===== config.mk =====
export PLATFORM = sky130hd
export DESIGN_NAME = fba_summary
export DESIGN_NICKNAME = d
export VERILOG_FILES = /design/src/rtl/core/frame_bitmap_allocator_assert.svh /design/src/rtl/core/fba_pkg.sv /design/src/rtl/core/fba_summary.sv
export SDC_FILE = /design/constraint.sdc
export NUM_CORES = 1
export LEC_CHECK = 0
export ABC_AREA = 1
export BUFFER_PORTS_ARGS = -buffer_cell sky130_fd_sc_hd__buf_2
export CAP_MARGIN = 20
export CELL_PAD_IN_SITES_DETAIL_PLACEMENT = 1
export CELL_PAD_IN_SITES_GLOBAL_PLACEMENT = 1
export CORE_AREA = 4 4 155 157
export CTS_BUF_LIST = sky130_fd_sc_hd__clkbuf_16
export DETAILED_ROUTE_END_ITERATION = 6
export DIE_AREA = 0 0 159 161
export PLACE_DENSITY_LB_ADDON = 0.1
export SYNTH_ARGS = -nofsm -noshare
export SYNTH_HDL_FRONTEND = slang
export SYNTH_SLANG_ARGS = --single-unit

===== constraint.sdc =====
create_clock -name clk -period 12.85 [get_ports clk]
set_clock_uncertainty 0.2 [all_clocks]
set_input_delay 0.6425 -clock clk [delete_from_list [all_inputs] [get_ports clk]]
set_output_delay 0.6425 -clock clk [all_outputs]
set_load 0.03 [all_outputs]

===== src/rtl/core/frame_bitmap_allocator_assert.svh =====
// ============================================================================
// Assertion macros for the frame bitmap allocator
// Immediate-consequence and next-cycle implication checks on clk and rst_n.
// Defining NO_ASSERTIONS turns every check into an empty line.
// ============================================================================
`ifndef FRAME_BITMAP_ALLOCATOR_ASSERT_SVH
`define FRAME_BITMAP_ALLOCATOR_ASSERT_SVH

`ifndef NO_ASSERTIONS

// The consequence must hold in the same cycle as the antecedent.
`define FBA_ASSERT_NOW(label, ante, cons) \
    label: assert property (@(posedge clk) disable iff (!rst_n) (ante) |-> (cons)) \
        else $error("frame bitmap allocator check failed");

// The consequence must hold in the cycle after the antecedent.
`define FBA_ASSERT_NEXT(label, ante, cons) \
    label: assert property (@(posedge clk) disable iff (!rst_n) (ante) |=> (cons)) \
        else $error("frame bitmap allocator check failed");

`else

`define FBA_ASSERT_NOW(label, ante, cons)
`define FBA_ASSERT_NEXT(label, ante, cons)

`endif

`endif


===== src/rtl/core/fba_pkg.sv =====
// ============================================================================
// fba_pkg
// Shared constants, request codes and the result record of the allocator.
// ============================================================================
package fba_pkg;

    // Default sizing handed to the top-level parameters.
    localparam int MAX_FRAMES_DEF = 4096;
    localparam int WORD_BITS_DEF  = 32;
    localparam int PAGE_SHIFT_DEF = 12;

    // Fixed field widths.
    localparam int ADDR_BITS   = 32;
    localparam int FRAME_NUM_W = 12;
    localparam int CFG_W       = 13;
    localparam int KIND_W      = 3;

    localparam logic [CFG_W-1:0] FRAMES_RESET = 13'd4096;

    // Request kinds.
    localparam logic [KIND_W-1:0] KIND_ALLOC = 3'd0;
    localparam logic [KIND_W-1:0] KIND_FREE  = 3'd1;
    localparam logic [KIND_W-1:0] KIND_MARK  = 3'd2;
    localparam logic [KIND_W-1:0] KIND_CLEAR = 3'd3;
    localparam logic [KIND_W-1:0] KIND_TEST  = 3'd4;

    typedef struct packed {
        logic [FRAME_NUM_W-1:0] frame_number;
        logic                   present;
        logic                   writable;
        logic                   user_access;
        logic                   page_updated;
        logic                   no_free_frame;
        logic                   frame_used;
    } result_t;

endpackage


===== src/rtl/core/fba_summary.sv =====
// ============================================================================
// fba_summary
// Per-word full flags and a registered priority encoder that finds the lowest
// word below the managed limit that still has a free frame.
// ============================================================================
module fba_summary #(
    parameter int MAX_FRAMES = fba_pkg::MAX_FRAMES_DEF,
    parameter int WORD_BITS  = fba_pkg::WORD_BITS_DEF
) (
    input  logic                                      clk,
    input  logic                                      rst_n,
    input  logic [$clog2(MAX_FRAMES + 1)-1:0]         limit,
    input  logic                                      wr_en,
    input  logic [((MAX_FRAMES + WORD_BITS - 1) / WORD_BITS > 1 ?
                   $clog2((MAX_FRAMES + WORD_BITS - 1) / WORD_BITS) : 1)-1:0] wr_addr,
    input  logic [WORD_BITS-1:0]                      wr_data,
    output logic                                      found,
    output logic [((MAX_FRAMES + WORD_BITS - 1) / WORD_BITS > 1 ?
                   $clog2((MAX_FRAMES + WORD_BITS - 1) / WORD_BITS) : 1)-1:0] word
);

    localparam int NUM_WORDS = (MAX_FRAMES + WORD_BITS - 1) / WORD_BITS;
    localparam int ADDR_W    = (NUM_WORDS > 1) ? $clog2(NUM_WORDS) : 1;
    localparam int FRAME_W   = $clog2(MAX_FRAMES + 1);
    localparam int FX        = FRAME_W + 1;

    logic [NUM_WORDS-1:0] full_reg;
    logic [NUM_WORDS-1:0] cand;
    logic                 found_next;
    logic [ADDR_W-1:0]    word_next;
    logic                 found_reg;
    logic [ADDR_W-1:0]    word_reg;

    always_ff @(posedge clk or negedge rst_n)
    begin
        if (!rst_n)
        begin
            full_reg <= '0;
        end
        else if (wr_en)
        begin
            full_reg[wr_addr] <= &wr_data;
        end
    end

    // A word is a candidate when its first frame lies below the limit.
    for (genvar w = 0; w < NUM_WORDS; w++)
    begin : g_cand
        assign cand[w] = !full_reg[w] && (FX'(w * WORD_BITS) < FX'(limit));
    end

    always_comb
    begin
        found_next = 1'b0;
        word_next  = '0;
        for (int i = NUM_WORDS - 1; i >= 0; i--)
        begin
            if (cand[i])
            begin
                found_next = 1'b1;
                word_next  = ADDR_W'(i);
            end
        end
    end

    always_ff @(posedge clk or negedge rst_n)
    begin
        if (!rst_n)
        begin
            found_reg <= 1'b0;
            word_reg  <= '0;
        end
        else
        begin
            found_reg <= found_next;
            word_reg  <= word_next;
        end
    end

    assign found = found_reg;
    assign word  = word_reg;

endmodule


==> reports/results.txt <==
Post-synth EDFFs - 0
IO buf count - 62
CP max FO - 8
Comb power frac - 0.221
Largest register FFs - 128
fin cells - 1,684
largest net degree at the start of global routing - 73
multi-input logic area - 0.004840 mm²
Layout Nets - 1,441
Tot GR Track Use - 0.2927
leakage - 4.719 nW
post-cts sizing count - 0
flop and latch count out of synthesis - 136
Slowest-stage cell, CP - o21ai_0
Max Cap Viol - 0
first-pass GRT wire length - 58.19 mm
Max stage delay on crit path - 0.55 ns
critical path depth in cells - 107
Net Sw Power - 0.4708 mW
worst-skew pair later-pin latency - 0.44 ns
Routed WL per cell - 22.46 µm
overall power - 1.380 mW
DRT Pass-1 Iters - 5
Int Pwr - 0.9092 mW
WL met3 - 2.247 mm
WP data required - 12.96 ns
largest cells by area after synthesis - dfrtp_1 (38%), nand2_1 (11%), nor2_1 (10%), a21oi_1 (8.0%), a31oi_1 (7.4%)
remaining antenna violation count - 0
switch share - 0.3412
fill count - 2,920
Post-synth top cells - nand2_1 (257), nor2_1 (244), a21oi_1 (144), inv_1 (141), dfrtp_1 (136)
# rows - 55
largest area contributor in the netlist - dfrtp_1
Max Root-Sink Buffers - 2
R2R Setup Slk - 5.60 ns
final setup vio count - 0
core region area - 0.02250 mm²
reg-to-reg endpoint - word[0]
Area Overhead vs Synth - 13.59%
CP dominant cell by count - nand2_1
Worst Tran Pin Value - 1.012 ns
Synth Instances - 1,350
H-tree depth - 4
grt ovf - 0
final slew viol count - 0
RSZ-0062 raised after global routing - false
vias per std cell - 5.836
routed wl met2 - 17.38 mm
Reg-to-Reg Start - full_reg[127]
share of layout cells above drive strength 1 - 0.1001
maximum vdd ir drop - 0.00006477 V
postcts setup bufs - 0
crit end category - flip-flop
Register Area - 0.003403 mm²
DRC - 0
# IOs - 63
WP data arrival - 8.27 ns
warnings from Yosys - 0
TritonCTS clock tree - yes
DRT Wirelength - 37.82 mm
Die Footprint - 0.02560 mm²
CTS Buf Count - 17
Reg2Reg Depth - 117
detailed-route via count - 9,828
placed cells - 1,652
die width - 159 µm
CP Buf/Inv Count - 4
initial antenna violation count - 1
Die Span Y - 161 µm
Clk pwr share - 0.403
Post-synth ARST share - 1.000
Net Count, Synth - 1,405
synth unique cells - 42
fmax - 122.6 MHz
Hold Path Class - primary input to async pin
final count of hold timing violations - 0
Slew HR - 0.3232
CP startpoint - limit[1]
Seq pwr share - 0.376
vias in the first global route - 9,884
n_diodes - 0
setup tns final - 0 ns
clock transition at the registers of the reported paths - 0.07 ns
root buffer cell - clkbuf_16
cell area after synthesis - 0.008997 mm²
CP top delay family - simple AND/OR/NAND/NOR gates
fin crit period - 8.156 ns
crit path to - word[0]
Mean Syn Cell Area - 6.665 µm²
Sink Count - 136
Initial Util - 0.3998
post-synth top area share - 0.3783
M1 WL - 16.91 mm
DR iter-0 viols - 735
RePlAce Congestion - 0.9491
Worst setup SP type - primary input
critical path class - primary input to flip-flop
main flop type after synthesis - dfrtp_1
DP HPWL - 26.38 mm
max layer used - met5
outcome - finished clean
hold buffer count at CTS - 0
Seq/Total Area, Yosys - 0.3783
Final Cycle Share - 0.6347
most frequent cell after synthesis - nand2_1
PwrDens - 135.0 mW/mm²
how the worst min path moves through the flow:
stage,to,slack (ns),depth (start not counted)
global route,full_reg[45],0.06,1
CTS,full_reg[44],0.06,1
global placement,full_reg[112],0.31,2
floorplan,found,0.15,0
finish,full_reg[45],0.01,1
detailed placement,full_reg[105],0.32,2
per-layer routing:
| layer | GRT usage | vias up |
|---|---|---|
| met5 | 0 | - |
| met4 | 0.1030 | 2 |
| met3 | 0.05205 | 86 |
| met2 | 0.4738 | 313 |
| met1 | 0.3971 | 4795 |
| li1 | - | 4632 |
stage by stage:
stage	utilization	hold slack, ns	worst slack (ns)	area [µm²]
4_1_cts	0.4542	0.05659	4.741	10220
5_1_grt	0.4542	0.06261	3.577	10220
3_5_place_dp	0.4257	0.3213	4.483	9580
3_3_place_gp	0.4257	0.3123	4.543	9580
2_1_floorplan	-	0.1469	6.042	8997
6_report	0.4542	0.01373	4.694	10220
layout make-up:
cell class              count  area share
well taps                 285     0.03489
multi-input cells        1006      0.4736
repair buffers             76     0.04126
clock buffers              17     0.04163
clock inverters            15     0.02094
flip-flops and latches    136      0.3330
inverters                 149     0.05473
cells in the final DEF, fill, tap and decap left out, types with 7 or more instances in the layout:
cell	netlist	layout
nor4_1	11	10
nand4_1	17	17
buf_4	3	14
nand2_1	257	256
o21bai_1	17	17
o21ai_0	69	69
clkbuf_16	0	17
a211oi_1	15	15
a31oi_1	106	106
inv_2	7	7
nor2_1	244	240
nor3_1	50	50
a21oi_1	144	144
dfrtp_1	136	136
o21ai_1	8	8
nand3_1	28	28
buf_2	1	61
inv_1	141	141
logic make-up after synthesis:
logic type      synth area share
simple gates              0.2859
buf+inv                  0.08817
compound gates            0.2477
flops                     0.3783
power by group through the flow:
stage               Combinational (mW)  Clock, mW  Sequential, mW
finish                           0.305      0.556           0.519
global route                     0.343      0.578           0.525
global placement                 0.293          0           0.525
CTS                              0.301      0.557           0.519
floorplan                        0.203          0           0.512
detailed placement               0.298          0           0.526
(Power assumes the default switching activity.)
