## src/rtl/core/frame_bitmap_allocator_assert.svh

```systemverilog
// ============================================================================
// Assertion macros for the frame bitmap allocator
// Immediate-consequence and next-cycle implication checks on clk and rst_n.
// Defining NO_ASSERTIONS turns every check into an empty line.
// ============================================================================
`ifndef FRAME_BITMAP_ALLOCATOR_ASSERT_SVH
`define FRAME_BITMAP_ALLOCATOR_ASSERT_SVH

`ifndef NO_ASSERTIONS

// The consequence must hold in the same cycle as the antecedent.
`define FBA_ASSERT_NOW(label, ante, cons) \
    label: assert property (@(posedge clk) disable iff (!rst_n) (ante) |-> (cons)) \
        else $error("frame bitmap allocator check failed");

// The consequence must hold in the cycle after the antecedent.
`define FBA_ASSERT_NEXT(label, ante, cons) \
    label: assert property (@(posedge clk) disable iff (!rst_n) (ante) |=> (cons)) \
        else $error("frame bitmap allocator check failed");

`else

`define FBA_ASSERT_NOW(label, ante, cons)
`define FBA_ASSERT_NEXT(label, ante, cons)

`endif

`endif

```

## src/rtl/core/fba_pkg.sv

```systemverilog
// ============================================================================
// fba_pkg
// Shared constants, request codes and the result record of the allocator.
// ============================================================================
package fba_pkg;

    // Default sizing handed to the top-level parameters.
    localparam int MAX_FRAMES_DEF = 4096;
    localparam int WORD_BITS_DEF  = 32;
    localparam int PAGE_SHIFT_DEF = 12;

    // Fixed field widths.
    localparam int ADDR_BITS   = 32;
    localparam int FRAME_NUM_W = 12;
    localparam int CFG_W       = 13;
    localparam int KIND_W      = 3;

    localparam logic [CFG_W-1:0] FRAMES_RESET = 13'd4096;

    // Request kinds.
    localparam logic [KIND_W-1:0] KIND_ALLOC = 3'd0;
    localparam logic [KIND_W-1:0] KIND_FREE  = 3'd1;
    localparam logic [KIND_W-1:0] KIND_MARK  = 3'd2;
    localparam logic [KIND_W-1:0] KIND_CLEAR = 3'd3;
    localparam logic [KIND_W-1:0] KIND_TEST  = 3'd4;

    typedef struct packed {
        logic [FRAME_NUM_W-1:0] frame_number;
        logic                   present;
        logic                   writable;
        logic                   user_access;
        logic                   page_updated;
        logic                   no_free_frame;
        logic                   frame_used;
    } result_t;

endpackage

```

## src/rtl/core/fba_mem.sv

```systemverilog
// ============================================================================
// fba_mem
// Bitmap word store with registered read and per-word valid bits;
// a word never written since reset reads as all zeros.
// ============================================================================
module fba_mem #(
    parameter int MAX_FRAMES = fba_pkg::MAX_FRAMES_DEF,
    parameter int WORD_BITS  = fba_pkg::WORD_BITS_DEF
) (
    input  logic                                      clk,
    input  logic                                      rst_n,
    input  logic                                      rd_en,
    input  logic [((MAX_FRAMES + WORD_BITS - 1) / WORD_BITS > 1 ?
                   $clog2((MAX_FRAMES + WORD_BITS - 1) / WORD_BITS) : 1)-1:0] rd_addr,
    output logic [WORD_BITS-1:0]                      rd_data,
    input  logic                                      wr_en,
    input  logic [((MAX_FRAMES + WORD_BITS - 1) / WORD_BITS > 1 ?
                   $clog2((MAX_FRAMES + WORD_BITS - 1) / WORD_BITS) : 1)-1:0] wr_addr,
    input  logic [WORD_BITS-1:0]                      wr_data
);

    localparam int NUM_WORDS = (MAX_FRAMES + WORD_BITS - 1) / WORD_BITS;

    logic [WORD_BITS-1:0] bitmap_ram [NUM_WORDS];
    logic [WORD_BITS-1:0] ram_q_reg;
    logic [NUM_WORDS-1:0] valid_reg;
    logic                 rd_valid_reg;

    always_ff @(posedge clk)
    begin
        if (wr_en)
        begin
            bitmap_ram[wr_addr] <= wr_data;
        end
        if (rd_en)
        begin
            ram_q_reg <= bitmap_ram[rd_addr];
        end
    end

    // Valid bits stand in for clearing the array after reset.
    always_ff @(posedge clk or negedge rst_n)
    begin
        if (!rst_n)
        begin
            valid_reg    <= '0;
            rd_valid_reg <= 1'b0;
        end
        else
        begin
            if (wr_en)
            begin
                valid_reg[wr_addr] <= 1'b1;
            end
            if (rd_en)
            begin
                rd_valid_reg <= valid_reg[rd_addr];
            end
        end
    end

    assign rd_data = rd_valid_reg ? ram_q_reg : '0;

endmodule

```

## config.mk

```make
export PLATFORM = sky130hd
export DESIGN_NAME = fba_mem
export DESIGN_NICKNAME = d
export VERILOG_FILES = /design/src/rtl/core/frame_bitmap_allocator_assert.svh /design/src/rtl/core/fba_pkg.sv /design/src/rtl/core/fba_mem.sv
export SDC_FILE = /design/constraint.sdc
export NUM_CORES = 2
export LEC_CHECK = 0
export BUFFER_PORTS_ARGS = -buffer_cell sky130_fd_sc_hd__buf_2
export CAP_MARGIN = 40
export CELL_PAD_IN_SITES_DETAIL_PLACEMENT = 2
export CELL_PAD_IN_SITES_GLOBAL_PLACEMENT = 2
export CORE_ASPECT_RATIO = 0.5
export CORE_UTILIZATION = 30
export DETAILED_ROUTE_END_ITERATION = 16
export HOLD_SLACK_MARGIN = 0.1
export PLACE_DENSITY_LB_ADDON = 0.08
export SETUP_SLACK_MARGIN = 0.02
export SYNTH_ARGS = -nofsm -noshare
export SYNTH_HDL_FRONTEND = slang
export SYNTH_SLANG_ARGS = --single-unit
```

## constraint.sdc

```tcl
create_clock -name clk -period 2.2 [get_ports clk]
set_input_delay 0 -clock clk [delete_from_list [all_inputs] [get_ports clk]]
set_output_delay 0 -clock clk [all_outputs]
set_load 0.05 [all_outputs]
```

==> results.md <==
- Fin. max-slew vios: 0
- Yosys warns: 0
- Crit-path max cell delay: 0.60 ns
- Worst min-delay path class: input port to flop
- Ys async rst share: 3.03%
- DP Area: 181000 sq um
- Final ANT Viol Nets: 0
- Largest cells by area after synthesis: edfxtp_1 (77%), mux4_2 (18%), dfrtp_1 (2.0%)
- Startpoint types: flop
- Pin count of the biggest net entering global routing: 129
- FF+latch count, synth: 4257
- Mapped Nets: 6520
- Top_reg_cell synth: edfxtp_1
- Area leader, netlist: edfxtp_1
- Met2 WL: 261000 microns
- CTS buffer count: 410
- Syn_area_per_cell: 24.9 sq um
- FILL cells: 50100
- Drt wl/cell: 37.8 microns
- CORE AREA: 536000 sq um
- GRT Total Usage: 20.8%
- Distinct cells, synth: 40
- Post-synth EDFFs: 4128
- CP required: about 2.9 ns
- Final Hold Fails: 0
- Failing checks: negative setup slack
- Least-Margin Pin Slew: about 1.2 ns
- Site Rows: 190
- Root Driver: clkbuf_16
- Max cap viols: 0
- Period utilisation layout: 109%
- Register area share after synthesis: 78.8%
- I/O pin total: just over 80
- Synth Instances: roughly 6500
- M1 WL: 268000 microns
- Max FFs per register: 4096
- Vias in the first global route: 83200
- Mapped Area: 161000 sq um
- Worst-Skew Late Latency: 0.97 ns
- Critical-path maximum fanout: 1
- Starting density of the core: 30.1%
- DIE HEIGHT: 521 microns
- CP max stage cell: mux4_2
- WP data arrival: 3.04 ns
- Most common cell on crit path: mux4_2
- Grt ovf: 0
- Pwr Density: 874 nW/um^2
- Initial antenna violation count: 73
- Final Cell Area: between 150000 and 200000 sq um
- 1st-pass router iterations: 5
- PnR worst setup slack: -0.190 ns
- Fmax: 418 MHz
- Unrepaired setup endpoints after global routing: true
- DRC: 0
- Worst Clk Skew: around 0.066 ns
- Global-route wire length before repair: between 700000 and 800000 microns
- Layout area overhead: 21.7%
- H-tree levels: 5
- RePlAce Congestion: around 0.76
- DR top layer: met4
- Vias after detailed routing: 78100
- Final setup violating endpoints: 27
- Crit path capture type: flop
- Slew headroom: between 20% and 30%
- Die width: ~1000 microns
- Max rail drop VDD: 609 uV
- Area of the die: 541000 sq um
- Crit Path Class: flop to flop
- Final hold slack: 0.123 ns
- Via density: about 5.2
- CTS tree: done
- Reg clk slew, reported paths: 0.06 ns
- Met3 wire length: 31300 microns
- Nets: 7544
- CTS sink cnt: 4257
- Fraction of layout cells with a size suffix above 1: 40.1%
- Cells along the critical path: mux4_2, mux4_2, o22ai_4, buf_6, nor4_4
- 1st-iter DRT viols: 9475
- CTS max path bufs: 4
- P_leak: 0.0613 uW
- Minimum clock period: between 2 and 2.5 ns
- Post-DP HPWL: 349000 microns
- Status: finished with violations
- Routed wire length: 570000 microns
- Port Buf Inserts: 81
- Post-synth top area share: 76.8%
## cell type report
cell class,instances,area [sq um],area share [%]
Inverter,8,37.5,0.0191
Tap cell,7200,9010,4.59
Sequential cell,4257,127000,64.8
Antenna cell,45,113,0.0574
Clock buffer,506,10700,5.46
Multi-Input combinational cell,1866,34500,17.6
Timing Repair Buffer,951,12600,6.41
Clock inverter,249,2140,1.09
## cells in the final DEF, fill, tap and decap left out, drive strengths merged, types with 16 or more instances in the layout
master,synthesis,routed
nor2,133,133
mux4,1306,1306
edfxtp,4128,4128
inv,8,21
o22ai,128,128
clkinv,0,196
clkbuf,137,507
dfrtp,129,129
mux2i,16,16
diode,0,45
bufinv,0,28
nor4,33,33
and2,32,32
dlygate4sd3,0,68
or2,128,128
nand2,23,23
buf,202,882
## critical path, delay by kind of cell (launching register included)
kind | cells | cell delay, ns
buffers and inverters | 1 | 0.18
flip-flops | 1 | 0.39
AND/OR/NAND/NOR | 1 | 0.04
AO/OA/AOI/OAI | 1 | 0.37
multiplexers | 2 | 1.08
## cell families after synthesis
kind of cell	synth area share, %
muxes	18.4
and+or+nand+nor	1.28
AOI/OAI and AO/OA	0.584
DFF	78.8
buffers and inverters	0.948
## power breakdown
group,internal (uW),switching (uW),total [uW]
Clock,38000,32300,70200
Sequential,89600,395,90000
Combinational,4580,6800,11400
Total,132000,39500,172000
## synthesized netlist by cell type (all sizes together) (3+ instances only)
library cell     n
edfxtp        4128
mux4          1306
buf            202
clkbuf         137
nor2           133
dfrtp          129
o22ai          128
or2            128
nor4            33
and2            32
nand2           23
mux2i           16
nand3           13
nor2b            9
inv              8
nand3b           7
a21oi            5
mux2             4
nand4            4
or3              3
## per-stage QoR
stage | total power [uW] | std cells | worst slack (ns) | utilization, % | TNS [ns]
2_1_floorplan | 96200 | 6470 | -0.489 | - | -251.02
5_1_grt | 177000 | 15100 | -0.191 | 36.6 | -3.23
3_3_place_gp | 102000 | 14200 | -1.90 | 33.8 | -35.45
4_1_cts | 173000 | 15000 | -0.203 | 36.6 | -3.56
3_5_place_dp | 103000 | 14200 | -1.17 | 33.8 | -33.55
6_report | 172000 | 15100 | -0.190 | 36.6 | -1.86
## final timing paths
path,from,to,slack [ns],cells past startpoint
max in group asynchronous,rst_n,valid_reg[98],0.78,6
max,bitmap_ram[31][18],ram_q_reg[18],-0.19,5
max reg2reg,bitmap_ram[31][18],ram_q_reg[18],-0.19,5
min in group asynchronous,rst_n,valid_reg[90],0.71,5
min reg2reg,valid_reg[70],valid_reg[70],0.47,1
min,wr_addr[3],valid_reg[41],0.12,6
## layer usage
metal | up-vias | track usage, %
met1 | 45100 | 31.8
met3 | 525 | 2.99
met5 | - | 0
met2 | 2213 | 32.4
met4 | 0 | 3.02
li1 | 30300 | -
## repair_timing
| action | in CTS | in global routing |
|---|---|---|
| cloned | 2 | 0 |
| gates resized for setup | 208 | 48 |
| setup buffers | 3 | 2 |
| hold buffers | 70 | 0 |
| setup endpoints to repair | 65 | 41 |
| endpoints found under the hold margin | 5851 | 0 |
| pin swaps | 31 | 14 |
Note: power is estimated with default switching activity, not from simulation.
