### config.mk
export PLATFORM = sky130hd
export DESIGN_NAME = fba_ctrl
export DESIGN_NICKNAME = d
export VERILOG_FILES = /design/src/rtl/core/fba_pkg.sv /design/src/rtl/core/fba_ctrl.sv
export VERILOG_INCLUDE_DIRS = /design/src /design/src/rtl/core
export SDC_FILE = /design/constraint.sdc
export NUM_CORES = 1
export LEC_CHECK = 0
export BUFFER_PORTS_ARGS = -buffer_cell sky130_fd_sc_hd__buf_2
export CAP_MARGIN = 15
export CORE_AREA = 2 2 191 99
export DETAILED_ROUTE_END_ITERATION = 6
export DIE_AREA = 0 0 193 101
export SLEW_MARGIN = 20
export SYNTH_ARGS = -nofsm -noshare
export SYNTH_HDL_FRONTEND = slang
export SYNTH_SLANG_ARGS = --single-unit
### constraint.sdc
create_clock -name clk -period 4.25 [get_ports clk]
set_input_delay 0.2125 -clock clk [delete_from_list [all_inputs] [get_ports clk]]
set_output_delay 0.2125 -clock clk [all_outputs]
set_load 0.03 [all_outputs]
### src/rtl/core/frame_bitmap_allocator_assert.svh
// ============================================================================
// Assertion macros for the frame bitmap allocator
// Immediate-consequence and next-cycle implication checks on clk and rst_n.
// Defining NO_ASSERTIONS turns every check into an empty line.
// ============================================================================
`ifndef FRAME_BITMAP_ALLOCATOR_ASSERT_SVH
`define FRAME_BITMAP_ALLOCATOR_ASSERT_SVH

`ifndef NO_ASSERTIONS

// The consequence must hold in the same cycle as the antecedent.
`define FBA_ASSERT_NOW(label, ante, cons) \
    label: assert property (@(posedge clk) disable iff (!rst_n) (ante) |-> (cons)) \
        else $error("frame bitmap allocator check failed");

// The consequence must hold in the cycle after the antecedent.
`define FBA_ASSERT_NEXT(label, ante, cons) \
    label: assert property (@(posedge clk) disable iff (!rst_n) (ante) |=> (cons)) \
        else $error("frame bitmap allocator check failed");

`else

`define FBA_ASSERT_NOW(label, ante, cons)
`define FBA_ASSERT_NEXT(label, ante, cons)

`endif

`endif

### src/rtl/core/fba_pkg.sv
// ============================================================================
// fba_pkg
// Shared constants, request codes and the result record of the allocator.
// ============================================================================
package fba_pkg;

    // Default sizing handed to the top-level parameters.
    localparam int MAX_FRAMES_DEF = 4096;
    localparam int WORD_BITS_DEF  = 32;
    localparam int PAGE_SHIFT_DEF = 12;

    // Fixed field widths.
    localparam int ADDR_BITS   = 32;
    localparam int FRAME_NUM_W = 12;
    localparam int CFG_W       = 13;
    localparam int KIND_W      = 3;

    localparam logic [CFG_W-1:0] FRAMES_RESET = 13'd4096;

    // Request kinds.
    localparam logic [KIND_W-1:0] KIND_ALLOC = 3'd0;
    localparam logic [KIND_W-1:0] KIND_FREE  = 3'd1;
    localparam logic [KIND_W-1:0] KIND_MARK  = 3'd2;
    localparam logic [KIND_W-1:0] KIND_CLEAR = 3'd3;
    localparam logic [KIND_W-1:0] KIND_TEST  = 3'd4;

    typedef struct packed {
        logic [FRAME_NUM_W-1:0] frame_number;
        logic                   present;
        logic                   writable;
        logic                   user_access;
        logic                   page_updated;
        logic                   no_free_frame;
        logic                   frame_used;
    } result_t;

endpackage

### src/rtl/core/fba_ctrl.sv
// ============================================================================
// fba_ctrl
// Request sequencer: captures a request, locates its bitmap word, reads it,
// modifies and writes it back, and registers the result.
// ============================================================================
`include "frame_bitmap_allocator_assert.svh"

module fba_ctrl #(
    parameter int MAX_FRAMES = fba_pkg::MAX_FRAMES_DEF,
    parameter int WORD_BITS  = fba_pkg::WORD_BITS_DEF,
    parameter int PAGE_SHIFT = fba_pkg::PAGE_SHIFT_DEF
) (
    input  logic                                      clk,
    input  logic                                      rst_n,
    input  logic                                      start,
    output logic                                      busy,
    input  logic [fba_pkg::KIND_W-1:0]                kind,
    input  logic [fba_pkg::ADDR_BITS-1:0]             frame_address,
    input  logic [fba_pkg::FRAME_NUM_W-1:0]           page_frame,
    input  logic                                      kernel_page,
    input  logic                                      is_writable,
    input  logic [$clog2(MAX_FRAMES + 1)-1:0]         limit,
    input  logic                                      sum_found,
    input  logic [((MAX_FRAMES + WORD_BITS - 1) / WORD_BITS > 1 ?
                   $clog2((MAX_FRAMES + WORD_BITS - 1) / WORD_BITS) : 1)-1:0] sum_word,
    output logic                                      rd_en,
    output logic [((MAX_FRAMES + WORD_BITS - 1) / WORD_BITS > 1 ?
                   $clog2((MAX_FRAMES + WORD_BITS - 1) / WORD_BITS) : 1)-1:0] rd_addr,
    input  logic [WORD_BITS-1:0]                      rd_data,
    output logic                                      wr_en,
    output logic [((MAX_FRAMES + WORD_BITS - 1) / WORD_BITS > 1 ?
                   $clog2((MAX_FRAMES + WORD_BITS - 1) / WORD_BITS) : 1)-1:0] wr_addr,
    output logic [WORD_BITS-1:0]                      wr_data,
    output logic                                      done,
    output fba_pkg::result_t                          result
);

    localparam int NUM_WORDS = (MAX_FRAMES + WORD_BITS - 1) / WORD_BITS;
    localparam int ADDR_W    = (NUM_WORDS > 1) ? $clog2(NUM_WORDS) : 1;
    localparam int BIT_W     = $clog2(WORD_BITS);
    localparam int FRAME_W   = $clog2(MAX_FRAMES + 1);
    localparam int PAGE_W    = fba_pkg::ADDR_BITS - PAGE_SHIFT;
    localparam int TGT_A     = (FRAME_W > PAGE_W) ? FRAME_W : PAGE_W;
    localparam int TGT_W     = (TGT_A > fba_pkg::FRAME_NUM_W) ? TGT_A : fba_pkg::FRAME_NUM_W;
    localparam int FX        = (FRAME_W + 1 > fba_pkg::FRAME_NUM_W) ?
                               FRAME_W + 1 : fba_pkg::FRAME_NUM_W;
    // Word index by multiplying with a rounded-up reciprocal; exact for TGT_W-bit frames.
    localparam int                  REC_K = TGT_W + BIT_W;
    localparam longint unsigned     REC_L = ((64'd1 << REC_K) + WORD_BITS - 1) / WORD_BITS;
    localparam logic [TGT_W:0]      RECIP = REC_L[TGT_W:0];
    localparam logic [TGT_W-1:0]    MAX_T = TGT_W'(MAX_FRAMES);

    localparam logic [1:0] S_IDLE = 2'd0;
    localparam logic [1:0] S_FIND = 2'd1;
    localparam logic [1:0] S_READ = 2'd2;
    localparam logic [1:0] S_MOD  = 2'd3;

    logic [1:0]                       state_reg, state_next;
    logic [fba_pkg::KIND_W-1:0]       kind_reg;
    logic [fba_pkg::FRAME_NUM_W-1:0]  pframe_reg;
    logic                             kern_reg;
    logic                             wrt_reg;
    logic [TGT_W-1:0]                 target_reg, target_next;
    logic                             in_range_reg;
    logic [TGT_W-1:0]                 qword_reg;
    logic [2*TGT_W:0]                 prod;
    logic                             done_reg, done_next;
    fba_pkg::result_t                 res_reg, res_next;

    logic [TGT_W-1:0]                 qmul;
    logic [TGT_W-1:0]                 rem;
    logic [BIT_W-1:0]                 bit_idx;
    logic [WORD_BITS-1:0]             bit_mask;
    logic                             zero_found;
    logic [BIT_W-1:0]                 zero_idx;
    logic [FX-1:0]                    pick_frame;
    logic                             alloc_ok;
    logic                             accept;

    assign accept = start && (state_reg == S_IDLE);
    assign busy   = (state_reg != S_IDLE);

    always_comb
    begin
        if (kind == fba_pkg::KIND_FREE)
        begin
            target_next = TGT_W'(page_frame);
        end
        else
        begin
            target_next = TGT_W'(frame_address >> PAGE_SHIFT);
        end
    end

    assign prod = target_reg * RECIP;

    always_ff @(posedge clk)
    begin
        if (accept)
        begin
            kind_reg     <= kind;
            pframe_reg   <= page_frame;
            kern_reg     <= kernel_page;
            wrt_reg      <= is_writable;
            target_reg   <= target_next;
            in_range_reg <= (target_next < MAX_T);
        end
        if (state_reg == S_FIND)
        begin
            qword_reg <= prod[REC_K +: TGT_W];
        end
        res_reg <= res_next;
    end

    always_comb
    begin
        state_next = state_reg;
        case (state_reg)
            S_IDLE:  state_next = accept ? S_FIND : S_IDLE;
            S_FIND:  state_next = S_READ;
            S_READ:  state_next = S_MOD;
            S_MOD:   state_next = S_IDLE;
            default: state_next = S_IDLE;
        endcase
    end

    always_ff @(posedge clk or negedge rst_n)
    begin
        if (!rst_n)
        begin
            state_reg <= S_IDLE;
            done_reg  <= 1'b0;
        end
        else
        begin
            state_reg <= state_next;
            done_reg  <= done_next;
        end
    end

    assign rd_en   = (state_reg == S_READ);
    assign rd_addr = (kind_reg == fba_pkg::KIND_ALLOC) ? sum_word : qword_reg[ADDR_W-1:0];

    // Bit position of the target frame inside its word.
    assign qmul     = TGT_W'(qword_reg * WORD_BITS);
    assign rem      = target_reg - qmul;
    assign bit_idx  = rem[BIT_W-1:0];
    assign bit_mask = WORD_BITS'(1) << bit_idx;

    // Lowest clear bit of the word that the summary picked.
    always_comb
    begin
        zero_found = 1'b0;
        zero_idx   = '0;
        for (int i = WORD_BITS - 1; i >= 0; i--)
        begin
            if (!rd_data[i])
            begin
                zero_found = 1'b1;
                zero_idx   = BIT_W'(i);
            end
        end
    end

    assign pick_frame = FX'(FX'(sum_word) * FX'(WORD_BITS)) + FX'(zero_idx);
    assign alloc_ok   = sum_found && zero_found && (pick_frame < FX'(limit));

    always_comb
    begin
        wr_en     = 1'b0;
        wr_addr   = qword_reg[ADDR_W-1:0];
        wr_data   = rd_data;
        res_next  = '0;
        done_next = (state_reg == S_MOD);
        if (state_reg == S_MOD)
        begin
            case (kind_reg)
                fba_pkg::KIND_ALLOC:
                begin
                    if (pframe_reg != '0)
                    begin
                        res_next.frame_number = pframe_reg;
                    end
                    else if (alloc_ok)
                    begin
                        wr_en                 = 1'b1;
                        wr_addr               = sum_word;
                        wr_data               = rd_data | (WORD_BITS'(1) << zero_idx);
                        res_next.frame_number = pick_frame[fba_pkg::FRAME_NUM_W-1:0];
                        res_next.present      = 1'b1;
                        res_next.writable     = wrt_reg;
                        res_next.user_access  = !kern_reg;
                        res_next.page_updated = 1'b1;
                    end
                    else
                    begin
                        res_next.frame_number  = pframe_reg;
                        res_next.no_free_frame = 1'b1;
                    end
                end
                fba_pkg::KIND_FREE:
                begin
                    if (pframe_reg != '0)
                    begin
                        wr_en                 = in_range_reg;
                        wr_data               = rd_data & ~bit_mask;
                        res_next.page_updated = 1'b1;
                    end
                end
                fba_pkg::KIND_MARK:
                begin
                    wr_en   = in_range_reg;
                    wr_data = rd_data | bit_mask;
                end
                fba_pkg::KIND_CLEAR:
                begin
                    wr_en   = in_range_reg;
                    wr_data = rd_data & ~bit_mask;
                end
                fba_pkg::KIND_TEST:
                begin
                    res_next.frame_used = in_range_reg && ((rd_data & bit_mask) != '0);
                end
                default:
                begin
                    res_next = '0;
                end
            endcase
        end
    end

    assign done   = done_reg;
    assign result = res_reg;

    `FBA_ASSERT_NEXT(a_mod_gives_result, state_reg == S_MOD, done_reg)
    `FBA_ASSERT_NOW(a_write_only_in_mod, wr_en, state_reg == S_MOD)
    `FBA_ASSERT_NOW(a_no_read_write_overlap, rd_en, !wr_en)
    `FBA_ASSERT_NOW(a_single_outcome, done_reg, !(res_reg.page_updated && res_reg.no_free_frame))

endmodule

==> results of run 1 <==
## stage by stage
step | hold WS (ns) | utilization (%) | cell area, sq um
finish | 0.0671 | 35.6 | 6390
global route | 0.0500 | 35.6 | 6390
CTS | 0.0510 | 35.6 | 6390
detailed placement | 0.0100 | 33.9 | 6090
global placement | 0.0134 | 33.9 | 6090
floorplan | -0.0831 | - | 4900
## cells by family after synthesis
| family | after synthesis | share of synthesized area [%] |
|---|---|---|
| fa+ha+maj | 15 | 3.83 |
| buf+inv | 73 | 5.97 |
| simple gates | 254 | 26.3 |
| mux | 22 | 5.00 |
| compound gates | 209 | 27.4 |
| flops | 58 | 31.5 |
## layout by cell type, fill, tap and decap left out, types with 21 or more instances in the layout
master,n
a21oi_1,43
a31oi_1,21
buf_2,160
buf_4,35
edfxtp_1,37
inv_1,27
nand2_1,67
nand3_1,23
nor2_1,55
o21ai_0,53
## worst max-delay path by stage
| stage | end |
|---|---|
| finish | wr_data[18] |
| detailed placement | wr_data[5] |
| global route | wr_data[10] |
| CTS | wr_data[5] |
| floorplan | wr_data[28] |
| global placement | wr_data[2] |
## power by group through the flow
stage	Clock (uW)	Combinational, uW	Sequential [uW]
2_1_floorplan	0	646	766
3_3_place_gp	0	989	807
3_5_place_dp	0	994	808
4_1_cts	705	999	798
5_1_grt	735	1090	812
6_report	691	1020	804
## worst max-delay path, cell delays in order
cell	delay, ns
buf_2	0.19
and4_1	0.26
nand2_1	0.13
or4_1	0.55
nor3_2	0.22
ha_1	0.26
o21ai_0	0.11
a22oi_1	0.14
and3_1	0.20
o311ai_1	0.09
and3b_2	0.34
or4b_4	0.57
o21ai_1	0.18
buf_2	0.22
## per-layer routing
layer / vias up / part of all wire [%] / routed length, microns / global-route usage [%]
met1: 2754 / 48 / 11300 / 38.4
met3: 13 / 18 / 4180 / 12.0
met2: 453 / 34 / 8040 / 28.3
met4: 0 / 0.45 / 106 / 2.21
met5: - / 0 / 0 / 0
li1: 2699 / - / - / -
## final cells by class
class,count,share of cell area (%)
well taps,240,4.70
multi-input cells,500,48.1
inverters,28,1.64
clock buffers,11,4.13
repair buffers,196,16.8
clock inverters,5,0.411
flip-flops and latches,58,24.2
## what timing repair did
action / in CTS / in global routing
hold buffers: 1 / 0
setup endpoints to repair: 0 / 9
hold endpoints to repair: 3 / 0
resized for setup: 0 / 3
==> impl_metrics.json, run 1 <==
{
  "status": "completed",
  "grt_pass1_wl_microns": 34500,
  "clockBufferDepth": 2,
  "start_util_pct": 27.3,
  "reg2reg_depth": 6,
  "clk_pin_slew_ns": 0.05,
  "holdPathStages": 1,
  "final_hold_viol_count": 0,
  "largest_reg_flops": 18,
  "rrSetupSlack_ns": 1.44,
  "yosysWarnings": 0,
  "tns_ns": 0,
  "die_h_microns": 101,
  "grt_remaining_overflow": 0,
  "drt-total-wl_microns": 23600,
  "post-cts-setup-buffers": 0,
  "fp-row-count": 35,
  "synth_flop_cell": "edfxtp_1",
  "fin_skew_ns": 0.00584,
  "wire_per_inst_microns": 22.7,
  "place_ws_ns": 0.272,
  "htreeDepth": 3,
  "synth_async_sr_flop_share_pct": 5.17,
  "synth_top_area_cell": "edfxtp_1",
  "hpwl_microns": 19100,
  "fin_cells": 1038,
  "dp.cells": 1021,
  "multi_input_area_sq_mm": 0.00308,
  "grt_pass1_vias": 5417,
  "cp_data_arrival_time_ns": 3.69,
  "post_route_cells_drive_above_1_share_pct": 31.1,
  "ff_latch_area_sq_mm": 0.00155,
  "switching_share_pct": 41.6,
  "viasPerCell": 5.70,
  "syn_nets": 751,
  "crit_fanout": 7,
  "pwr-share-clk_pct": 27.4,
  "cellPowerDensity_mw_per_mm2": 394,
  "ioPinCount": 173,
  "drc": 0,
  "max_freq_mhz": 256,
  "dieArea_sq_mm": 0.0195,
  "hold_path_class": "input port to flop",
  "syn_area_per_cell_sq_um": 7.77,
  "chipWidth_microns": 193,
  "drt_first_iter_violations": 995,
  "clk_latency_ns": 0.32,
  "layout_setup_ws_ns": 0.347,
  "maxCapViolations": 0,
  "ys_ff_latch": 58,
  "rr_startpoint": "target_reg[0]$_DFFE_PP_",
  "power_uw": 2520,
  "netlist_instances": 631,
  "cts-root-buf": "clkbuf_16",
  "slew_violations": 0,
  "crit_path_start_kind": "input port",
  "dr.pass1.iters": 6,
  "n_antenna_cell": 0,
  "routabilityCongestion": 1.01,
  "endpoint_kind": "output pin",
  "area_growth_pct": 30.3,
  "path_class": "input port to output pin",
  "drtAntennaViolNets": 0,
  "cts_tree": "yes",
  "reg2reg_to": "result[0]$_SDFF_PN0_",
  "yosysMostFrequentCell": "nand2_1",
  "combinationalPowerShare_pct": 40.6,
  "synth_top_area_share_pct": 22.7,
  "min_from": "kernel_page",
  "slew_headroom_pct": 33.5,
  "grt_usage_pct": 24.2,
  "synthTopCellsByCount": "nand2_1, nor2_1, o21ai_0",
  "required_ns": 4.04,
  "synth_edf_count": 37,
  "hold_end": "kern_reg$_DFFE_PP_",
  "p_int_uw": 1470,
  "synth_cell_types": 68,
  "port_buffers": 160,
  "p_sw_uw": 1050,
  "vias": 5919,
  "p_leak_uw": 0.00262,
  "cts_sinks": 58,
  "rsz0062_at_grt": "false",
  "antenna_found_initial": 0,
  "timing.final.crit_share_pct": 91.8,
  "crit_start": "rd_data[2]",
  "synthTopCellsByArea": "edfxtp_1, dfxtp_1, o21ai_0",
  "period_minus_slack_ns": 3.90,
  "yosysSeqAreaShare_pct": 31.5,
  "numCtsBuffers": 9,
  "worstMarginPinSlew_ns": 0.989,
  "fill_cells": 1920,
  "p_seq_share_pct": 31.9,
  "design.core.area_sq_mm": 0.0180,
  "irDropWorstVdd_mv": 0.377,
  "setup_viol": 0,
  "grt_max_degree": 32,
  "nets": 913,
  "synth_area_sq_mm": 0.00490
}
Power figures use the tool's default switching activity.
==> run 2: changes to the inputs <==
--- a/config.mk
+++ b/config.mk
@@ -8,9 +8,10 @@
 export LEC_CHECK = 0
 export BUFFER_PORTS_ARGS = -buffer_cell sky130_fd_sc_hd__buf_2
 export CAP_MARGIN = 15
-export CORE_AREA = 2 2 191 99
+export CORE_AREA = 4 4 146 78
 export DETAILED_ROUTE_END_ITERATION = 6
-export DIE_AREA = 0 0 193 101
+export DIE_AREA = 0 0 150 82
+export PLACE_DENSITY = 0.78
 export SLEW_MARGIN = 20
 export SYNTH_ARGS = -nofsm -noshare
 export SYNTH_HDL_FRONTEND = slang
==> impl_metrics.json, run 2 (same netlist as run 1, synthesis figures left out) <==
{
  "grt_remaining_overflow": 0,
  "routed.top_layer": "met4",
  "mostFrequentLayoutCells": "buf_2, nand2_1, nor2_1",
  "n_antenna_cell": 0,
  "irDropWorstVdd_mv": 0.425,
  "hpwl_microns": 15100,
  "crit_fanout": 9,
  "endpoint_kind": "output pin",
  "grt_max_degree": 32,
  "fp-row-count": 26,
  "grt_pass1_vias": 5277,
  "clk_latency_ns": 0.32,
  "antenna_found_initial": 0,
  "max_freq_mhz": 245,
  "design.core.area_sq_mm": 0.0100,
  "dr.pass1.iters": 5,
  "hold_slack_ns": 0.0723,
  "area_growth_pct": 25.3,
  "viasPerCell": 6.20,
  "final_hold_viol_count": 0,
  "ff_latch_area_sq_mm": 0.00155,
  "numCtsBuffers": 9,
  "fill_cells": 936,
  "wire_per_inst_microns": 21.2,
  "m1WireLength_microns": 8260,
  "slew_violations": 0,
  "drtAntennaViolNets": 0,
  "wl_met2_microns": 8660,
  "rsz0062_at_grt": "false",
  "setup_viol": 0,
  "final_common_cell": "buf_2",
  "drt-total-wl_microns": 19600,
  "placed_cell_area_sq_mm": 0.00586,
  "path_class": "input port to output pin",
  "period_minus_slack_ns": 4.09,
  "clockBufferDepth": 2,
  "status": "completed",
  "required_ns": 4.04,
  "post_cts_resized": 0,
  "crit_path_start_kind": "input port",
  "chipWidth_microns": 150,
  "cts_sinks": 58,
  "postLayoutCellArea_sq_mm": 0.00614,
  "routabilityCongestion": 1.07,
  "ioPinCount": 173,
  "clk_pin_slew_ns": 0.05,
  "power_uw": 2440,
  "post-cts-setup-buffers": 0,
  "cts-root-buf": "clkbuf_16",
  "wl_met3_microns": 2260,
  "tns_ns": 0,
  "p_leak_uw": 0.00254,
  "post_route_cells_drive_above_1_share_pct": 29.1,
  "largest_reg_flops": 18,
  "fin_cells": 924,
  "slew_headroom_pct": 27.6,
  "cp_data_arrival_time_ns": 3.88,
  "dieArea_sq_mm": 0.0123,
  "start_util_pct": 49.0,
  "timing.final.crit_share_pct": 96.2,
  "drc": 0,
  "port_buffers": 160,
  "grt_usage_pct": 31.1,
  "cellPowerDensity_mw_per_mm2": 397,
  "maxCapViolations": 0,
  "grt_pass1_wl_microns": 29300,
  "hold_path_class": "input port to flop",
  "nets": 899,
  "drt_first_iter_violations": 730,
  "die_h_microns": 82,
  "vias": 5733,
  "fin_skew_ns": 0.00457,
  "multi_input_area_sq_mm": 0.00307,
  "worstMarginPinSlew_ns": 1.08,
  "cts_tree": "yes",
  "hold_buffers": 1,
  "dp.cells": 907,
  "htreeDepth": 3
}
==> run 2: power by group <==
group          total (uW)  leakage, uW  internal [uW]  switching (uW)
combinational         960      0.00188            301             659
sequential            802     0.000525            716            85.3
clock                 677     0.000136            448             229
total                2440      0.00254           1470             973
==> run 2: path summary, 6_finish.rpt <==
check	from	slack, ns	to	depth (start not counted)
max	rd_data[4]	0.16	wr_data[2]	14
min	is_writable	0.07	wrt_reg$_DFFE_PP_	1
max reg2reg	target_reg[1]$_DFFE_PP_	1.66	result[0]$_SDFF_PN0_	6
min reg2reg	kern_reg$_DFFE_PP_	0.41	result[3]$_SDFF_PP0_	1
max in group asynchronous	rst_n	3.90	done$_DFF_PN0_	2
min in group asynchronous	rst_n	0.24	state_reg[1]$_DFF_PN0_	2
==> run 2: metal layers <==
metal	up-vias	global-route usage, %
met5	-	0
met4	0	9.58
met3	39	8.10
met2	323	48.9
met1	2689	42.2
li1	2682	-
==> run 2: worst max-delay path, stage by stage <==
cell and delay, ns:
buf_2 0.19, and2_1 0.19, nand2_1 0.14, or4_1 0.54
nor3_1 0.54, ha_1 0.35, o21ai_0 0.11, a22oi_1 0.14
and3_1 0.18, o311ai_1 0.08, and3b_1 0.29, or4b_4 0.52
o211ai_2 0.18, buf_2 0.22
==> run 2: through the flow <==
| stage | util (%) | setup WS [ns] |
|---|---|---|
| 6_report | 61.3 | 0.161 |
| 5_1_grt | 61.3 | 0.00900 |
| 4_1_cts | 61.3 | 0.301 |
| 3_5_place_dp | 58.4 | 0.312 |
| 3_3_place_gp | 58.4 | 0.374 |
| 2_1_floorplan | - | 0.455 |
==> run 2: final cells by class <==
type | count | area share [%]
Multi-Input combinational cell | 500 | 50.0
Sequential cell | 58 | 25.2
Timing Repair Buffer | 182 | 15.8
Clock buffer | 12 | 3.85
Tap cell | 140 | 2.85
Inverter | 28 | 1.71
Clock inverter | 4 | 0.692
